[src/ring_identifier_arithmetic_macros.svh]
// Assertion macros shared by the ring identifier arithmetic RTL.
// Each macro expects a clk and rst in scope at the point of use.
`ifndef RING_IDENTIFIER_ARITHMETIC_MACROS_SVH
`define RING_IDENTIFIER_ARITHMETIC_MACROS_SVH

// Same-cycle implication.
`define RIA_ASSERT_IMP(lbl, ante, cons, msg) \
  lbl: assert property (@(posedge clk) disable iff (rst) (ante) |-> (cons)) else $error(msg);

// Next-cycle implication.
`define RIA_ASSERT_NXT(lbl, ante, cons, msg) \
  lbl: assert property (@(posedge clk) disable iff (rst) (ante) |=> (cons)) else $error(msg);

`endif

[src/ria_pkg.sv]
// Types, constants and helper functions of the ring identifier arithmetic unit.
// No dependencies; every other file but the macro header imports this package.
package ria_pkg;

  localparam int ID_BITS    = 64;
  localparam int DIGIT_BITS = 4;
  localparam int DIGITS     = ID_BITS / DIGIT_BITS;
  localparam int CNT_BITS   = $clog2(DIGITS + 1);
  localparam int NUM_BITS   = 23;
  localparam int ACT_BITS   = 3;
  // one dividend bit per stage
  localparam int DIV_STAGES = ID_BITS;

  typedef logic [ID_BITS-1:0]  id_t;
  typedef logic [NUM_BITS-1:0] num_t;

  typedef enum logic [ACT_BITS-1:0] {
    ACT_AHEAD   = 3'd0,
    ACT_CLOSER  = 3'd1,
    ACT_BETWEEN = 3'd2,
    ACT_HALFWAY = 3'd3,
    ACT_PREFIX  = 3'd4,
    ACT_MODULO  = 3'd5
  } action_t;

  typedef struct packed {
    logic flag;
    id_t  id;
    num_t num;
  } res_t;

  // One restoring step: shift in a dividend bit, subtract the divisor if it fits.
  function automatic num_t div_step(num_t rem, logic bit_in, num_t divisor);
    logic [NUM_BITS:0] t;
    logic [NUM_BITS:0] d;
    begin
      t = {rem, bit_in};
      d = {1'b0, divisor};
      if (t >= d) begin
        t = t - d;
      end
      return t[NUM_BITS-1:0];
    end
  endfunction

endpackage

[src/ria_ring_ops.sv]
// Three-stage datapath for the compare, halfway and prefix actions.
// Depends on ria_pkg; advances only when en is high.
module ria_ring_ops (
  input  logic                         clk,
  input  logic                         en,
  input  logic [ria_pkg::ACT_BITS-1:0] action,
  input  ria_pkg::id_t                 id_a,
  input  ria_pkg::id_t                 id_b,
  input  ria_pkg::id_t                 id_c,
  output ria_pkg::res_t                res
);
  import ria_pkg::*;

  // stage 0: ring differences and digit mismatches
  logic [ACT_BITS-1:0] act0;
  id_t                 a0, dab, dba, dac, dca, dbc, dcb;
  logic [DIGITS-1:0]   mis0;

  // stage 1: orderings, distances, midpoint, prefix length
  logic [ACT_BITS-1:0] act1;
  logic                ahead_ab, ahead_cb, ahead_ca;
  id_t                 dist_ac, dist_bc, mid;
  logic [CNT_BITS-1:0] pfx;

  logic [DIGITS-1:0]   mis_next;
  logic [CNT_BITS-1:0] pfx_next;
  logic                found;
  res_t                res_next;

  always_comb begin
    for (int i = 0; i < DIGITS; i++) begin
      mis_next[i] = |((id_a[ID_BITS-1-DIGIT_BITS*i -: DIGIT_BITS]) ^
                      (id_b[ID_BITS-1-DIGIT_BITS*i -: DIGIT_BITS]));
    end
  end

  // digit 0 is the most significant; stop at the first mismatch
  always_comb begin
    pfx_next = CNT_BITS'(DIGITS);
    found    = 1'b0;
    for (int i = 0; i < DIGITS; i++) begin
      if (mis0[i] && !found) begin
        pfx_next = CNT_BITS'(i);
        found    = 1'b1;
      end
    end
  end

  always_ff @(posedge clk) begin
    if (en) begin
      act0 <= action;
      a0   <= id_a;
      dab  <= id_a - id_b;
      dba  <= id_b - id_a;
      dac  <= id_a - id_c;
      dca  <= id_c - id_a;
      dbc  <= id_b - id_c;
      dcb  <= id_c - id_b;
      mis0 <= mis_next;

      act1     <= act0;
      ahead_ab <= dab < dba;
      ahead_cb <= dcb < dbc;
      ahead_ca <= dca < dac;
      dist_ac  <= (dac <= dca) ? dac : dca;
      dist_bc  <= (dbc <= dcb) ? dbc : dcb;
      mid      <= a0 + (dba >> 1);
      pfx      <= pfx_next;

      res <= res_next;
    end
  end

  always_comb begin
    res_next = '0;
    case (act1)
      ACT_AHEAD:   res_next.flag = ahead_ab;
      ACT_CLOSER:  res_next.flag = dist_ac < dist_bc;
      ACT_BETWEEN: res_next.flag = (ahead_cb && ahead_ab && ahead_ca) ||
                                   (!ahead_cb && (ahead_ca || ahead_ab));
      ACT_HALFWAY: res_next.id   = mid;
      ACT_PREFIX:  res_next.num  = NUM_BITS'(pfx);
      default:     res_next      = '0;
    endcase
  end

endmodule

[config.mk]
export PLATFORM = sky130hd
export DESIGN_NAME = ria_ring_ops
export DESIGN_NICKNAME = d
export VERILOG_FILES = /design/src/ring_identifier_arithmetic_macros.svh /design/src/ria_pkg.sv /design/src/ria_ring_ops.sv
export SDC_FILE = /design/constraint.sdc
export NUM_CORES = 2
export LEC_CHECK = 0
export ABC_CLOCK_PERIOD_IN_PS = 5850
export BUFFER_PORTS_ARGS = -buffer_cell sky130_fd_sc_hd__buf_2
export CAP_MARGIN = 0
export CORE_MARGIN = 2
export CORE_UTILIZATION = 40
export DETAILED_ROUTE_END_ITERATION = 16
export PLACE_DENSITY = 0.58
export REMOVE_ABC_BUFFERS = 1
export SETUP_SLACK_MARGIN = 0.2
export SLEW_MARGIN = 15
export SYNTH_ARGS = -nofsm -noshare
export SYNTH_HDL_FRONTEND = slang
export SYNTH_SLANG_ARGS = --single-unit
[constraint.sdc]
create_clock -name clk -period 5.85 [get_ports clk]
set_input_delay 0.2925 -clock clk [delete_from_list [all_inputs] [get_ports clk]]
set_output_delay 0.2925 -clock clk [all_outputs]
set_load 0.01 [all_outputs]
Word-level counts from Yosys, hierarchy flattened
Cells that the tools add are included.

$add $sub $neg: 7. Multiply operators: 0. Div/mod/pow operators: 0. $lt $le $gt $ge: 6. Eq/ne operators: 4. Shift-type cells: 0. Muxes and demuxes: 33. Bitwise gates (word level): 16. Reductions and logical operators: 57.

Operators with widths (number): 64-bit subtractor (6); 64-bit < comparator (4); 64-bit <= comparator (2); 64-bit 2-to-1 mux (2); 4-bit OR reduction (17); 64-bit by 63-bit adder with 64-bit output (1); 4-bit bitwise XOR (16); 4-bit 2-to-1 mux (7); 1-bit logical AND (18); 1-bit zero test (16); 1-bit 2-to-1 mux (16); 15-bit OR reduction (1); 3-bit 2-to-1 mux (4); 8-bit OR reduction (1); 3-bit by 2-bit == test with 1-bit output (second input constant) (2); 5-bit 2-to-1 mux (1); 2-bit 2-to-1 mux (2); 3-bit by 1-bit == test with 1-bit output (second input constant) (1); 3-bit == test (second input constant) (1); 3-bit zero test (1); 1-bit one-hot mux with 3 select lines (1); 1-bit logical OR (2); 2-bit OR reduction (1).

Flip-flop bits (word level): 758. Latch bits: 0. RAM bits: 0. ROM bits: 0. Input port bits: 197. Output and inout port bits: 88. Logic and storage cells: 148. Memories kept: 0.

Depth between registers and ports, before layout
Depth after elaboration: 46. Mapped depth: 13. Mapped depth without buffers: 13.

Worst setup path before layout
No wires, ideal clock.

Kind: reg-to-reg. Start: register dba[1]. End: register mid[62], data pin. Library setup time: 260 ps. Arrival time: 2961 ps. Data required time: 5590 ps. Slack: 2629 ps. Stages on the path, launching flop included: 14. Buffers on the path: 0. Clock period less this slack: 3221 ps. Cell sequence: edfxtp_1 ha_1 inv_1 fa_1 nand2b_1 a21oi_1 o21ai_0 or4_1 a31o_2 a21oi_4 a41oi_2 o21ai_0 mux2i_1 nand2_1.

Cells in the longest elaborated chain, start to end: 1.

Ends and longest elaborated chain: start, declared (RTL line ria_ring_ops.sv:16) `id_t a0, dab, dba, dac, dca, dbc, dcb;`; start signal, assigned (RTL line ria_ring_ops.sv:54) `dba <= id_b - id_a;`; 64-bit by 63-bit adder with 64-bit output (RTL line ria_ring_ops.sv:67) `mid <= a0 + (dba >> 1);`; end signal, assigned (RTL line ria_ring_ops.sv:67); end, declared (RTL line ria_ring_ops.sv:22) `id_t dist_ac, dist_bc, mid;`.

No other way between the ends. A chain may end at the register's enable or synchronous reset.

Worst setup path after layout
Start: input id_a[1]. End: register dac[59], data pin.

Cells in the longest elaborated chain, start to end: 1.

Ends and longest elaborated chain: start, declared (RTL line ria_ring_ops.sv:7) `input ria_pkg::id_t id_a,`; 64-bit subtractor (RTL line ria_ring_ops.sv:55) `dac <= id_a - id_c;`; end signal, assigned (RTL line ria_ring_ops.sv:55); end, declared (RTL line ria_ring_ops.sv:16).

No other way between the ends.

==> impl_metrics.tcl <==
set metrics [dict create \
    p_leak_nw 27.6 \
    cts_buffers 86 \
    crit-reg2reg-capture "mid[63]" \
    post-route-cell-area_um2 63700 \
    ctsRootBufferMaster "clkbuf_16" \
    maxCapViolCount 0 \
    netlist_area_um2 57200 \
    crit_path_end_kind "flip-flop" \
    h-tree-depth 3 \
    synth.top_cell.area_share_pct 38.6 \
    critPathMostFrequentCell "o21ai_0" \
    wire_per_inst_um 26.0 \
    synthTopCellsByArea "edfxtp_1 39%, ha_1 15%, a21oi_1 6.3%" \
    relSlewSlack_pct 19.4 \
    synth-main-ff-cell "edfxtp_1" \
    clkSlewWorstSetupHoldPaths_ns 0.06 \
    hold_viol 0 \
    grt.total_usage_pct 27.9 \
    drv_slew 0 \
    critPathKind "in2reg" \
    hold_path_class "in2reg" \
    start_kind "primary input" \
    cts_tree "done" \
    drtAntennaViolNets 0 \
    setup.worst_path.end "dac[59]" \
    cts.sinks 736 \
    clock_path_buffers 3 \
    p_per_area_nw_per_um2 311 \
    min_from "id_c[63]" \
    die_area_um2 146000 \
    setup_viol 0 \
    grt_setup_unrepaired "no" \
    insertion_delay_ns 0.72 \
    port_buffers 266 \
    drive_gt1_share_pct 9.77 \
    grt_pass1_wl_um 300000 \
    synthTopCellsByCount "736 x edfxtp_1, 725 x a21oi_1, 693 x ha_1, 559 x inv_1, 387 x o21ai_0" \
    path_max_fanout 6 \
    antenna_found_initial 27 \
    rrSetupSlack_ns 1.59 \
    yosys_warnings 0 \
    cp_slowest_cell "o21ai_0" \
    period_share_pct 80.0 \
    post_dp_cell_area_um2 60200 \
    die_w_um 382 \
    multiInputGateArea_um2 32100 \
    fp.dieH_um 382 \
    synthArstFlopShare_pct 0 \
    synth_seq_cells 736 \
    worstRegToRegCells 11 \
    worstPathCellList "dlygate4sd3_1 > buf_2 > inv_1 > ha_1 > nor2b_1 > o21a_1 > o21ai_0 > a21o_1 > a21boi_0 > o21ai_0 > a21oi_1 > buf_4 > a211oi_1 > o221ai_1 > xnor2_1" \
    crit_arrival_ns 5.14 \
    core-area_um2 142000 \
    syn_inst 5875 \
    drtPass1Iterations 8 \
    tightest_slew_ns 1.20 \
    status "completed" \
    avgSynthCellArea_um2 9.73 \
    synthMostInstantiatedCell "edfxtp_1" \
    ios 285 \
    drtIter0Drc 5254 \
    cp_slowest_stage_delay_ns 0.90 \
    startpoint "id_a[1]" \
    initial_utilization_pct 40.3 \
    worst-path-stages 15 \
    max_freq_mhz 214 \
    vias 47172 \
    path_buf_inv 4 \
    synth_top_area_cell "edfxtp_1" \
    tns_ns 0 \
    drc 0 \
    timing.rr.start "dba[17]" \
    cts_setup_buffers 0 \
    overflow 0 \
    period_needed_ns 4.68 \
    wl_um 210000 \
    grt_pass1_vias 45105 \
    critPathTopFamily "compound AO/OA/AOI/OAI gates" \
    critPathRequiredTime_ns 6.30 \
    grt_max_degree 164 \
    ff_latch_area_um2 22100 \
    area_delta_synth_final_pct 11.4 \
    synth_edf_count 736 \
    hpwlAfterDp_um 173000 \
    vdd_drop_max_mv 0.219 \
    synth_cell_types 90 \
    rows 138 \
    p_total_mw 19.8 \
    final_nets 7003 \
    skew_ns 0.0409 \
    synth_seq_area_share_pct 38.6 \
    n_fill_cell 13532 \
    vias_per_cell 5.84 \
    gp_congestion 1.03 \
]
[per-layer routing]
metal,vias up,GRT usage (%),part of all wire [%]
li1,21809,-,-
met1,22819,42.1,47
met2,2142,39.3,40
met3,392,4.60,8.9
met4,10,11.0,4.2
met5,-,0,0.028
[worst min-delay path by stage]
stage            endpoint  slack (ns)  cells after the start
2_1_floorplan       a0[0]        0.39                      0
3_3_place_gp   dist_bc[0]        0.40                      0
3_5_place_dp   dist_ac[0]        0.41                      0
4_1_cts           dbc[63]        0.05                      3
5_1_grt           dbc[63]        0.10                      3
6_report          dbc[63]         0.1                      3
[stage by stage]
stage                     std cells  util [%]  hold slack (ns)  setup slack, ns
after floorplan                5664         -            0.391             1.57
after global placement         7840      42.5            0.404             1.28
after detailed placement       7840      42.5            0.409             1.19
after CTS                      8063      44.9           0.0472             1.43
after global routing           8065      44.9            0.103             1.25
final                          8074      45.0           0.0999             1.17
[cell type report]
type	instances	area share, %
sequential	736	34.7
timing repair buffer	354	3.53
inverter	560	3.30
tap	1890	3.71
multi-input combinational	4368	50.3
clock buffer	102	3.54
antenna	11	0.0432
clock inverter	53	0.889
[where the power goes]
| part | total, mW | internal (mW) | switching, mW | leakage (nW) |
|---|---|---|---|---|
| logic | 6.86 | 2.67 | 4.20 | 19.0 |
| registers | 7.50 | 7.05 | 0.448 | 7.24 |
| clock network | 5.44 | 3.14 | 2.30 | 1.37 |
[worst min-delay path, delay by kind of cell]
family	cells	cell delay, ns
buffers and inverters	1	0.10
XOR/XNOR	2	0.31
[cell families after synthesis]
family / share of synthesized area [%]
AO/OA/AOI/OAI: 20.8
AND/OR/NAND/NOR: 10.3
buffers and inverters: 5.44
flip-flops: 38.6
adder cells (fa/ha/maj): 15.4
XOR/XNOR: 6.39
multiplexers: 2.98
other: 0.00656
[cells in the final DEF (no fill, tap or decap), drive strengths merged, types with 18 or more instances in the layout]
| master | Yosys | final |
|---|---|---|
| edfxtp | 736 | 736 |
| o21a | 46 | 46 |
| buf | 67 | 286 |
| a21oi | 728 | 728 |
| a21boi | 44 | 44 |
| a21o | 310 | 310 |
| clkbuf | 161 | 102 |
| nand3 | 64 | 64 |
| o211ai | 28 | 28 |
| a221oi | 33 | 33 |
| nor2 | 271 | 271 |
| mux2 | 128 | 128 |
| nand2b | 56 | 56 |
| or2 | 23 | 23 |
| nor4 | 31 | 31 |
| nor2b | 57 | 57 |
| xor2 | 131 | 131 |
| nor3 | 80 | 80 |
| clkinv | 1 | 31 |
| dlygate4sd3 | 0 | 68 |
| inv | 559 | 569 |
| ha | 693 | 693 |
| xnor2 | 286 | 286 |
| o21ai | 404 | 404 |
| and2 | 88 | 88 |
| conb | 1 | 18 |
| a31oi | 34 | 34 |
| nand2 | 280 | 280 |
| nand4 | 154 | 154 |
| or3 | 19 | 19 |
| o21bai | 168 | 168 |
| o221ai | 18 | 18 |
[flip-flops by register name (all words and copies together) (netlist names)]
signal	count
dist_ac	64
mid	64
dab	63
dbc	64
dac	63
ahead_cb	1
dist_bc	64
ahead_ca	1
dba	63
dca	64
ahead_ab	1
mis0	16
act1	3
act0	3
dcb	63
a0	64
res	70
pfx	5
[what timing repair did]
action / in CTS / in global routing
resized for setup: 0 / 0
setup endpoints to repair: 0 / 0
hold endpoints to repair: 69 / 0
hold buffers: 68 / 0
Power figures use the tool's default switching activity.
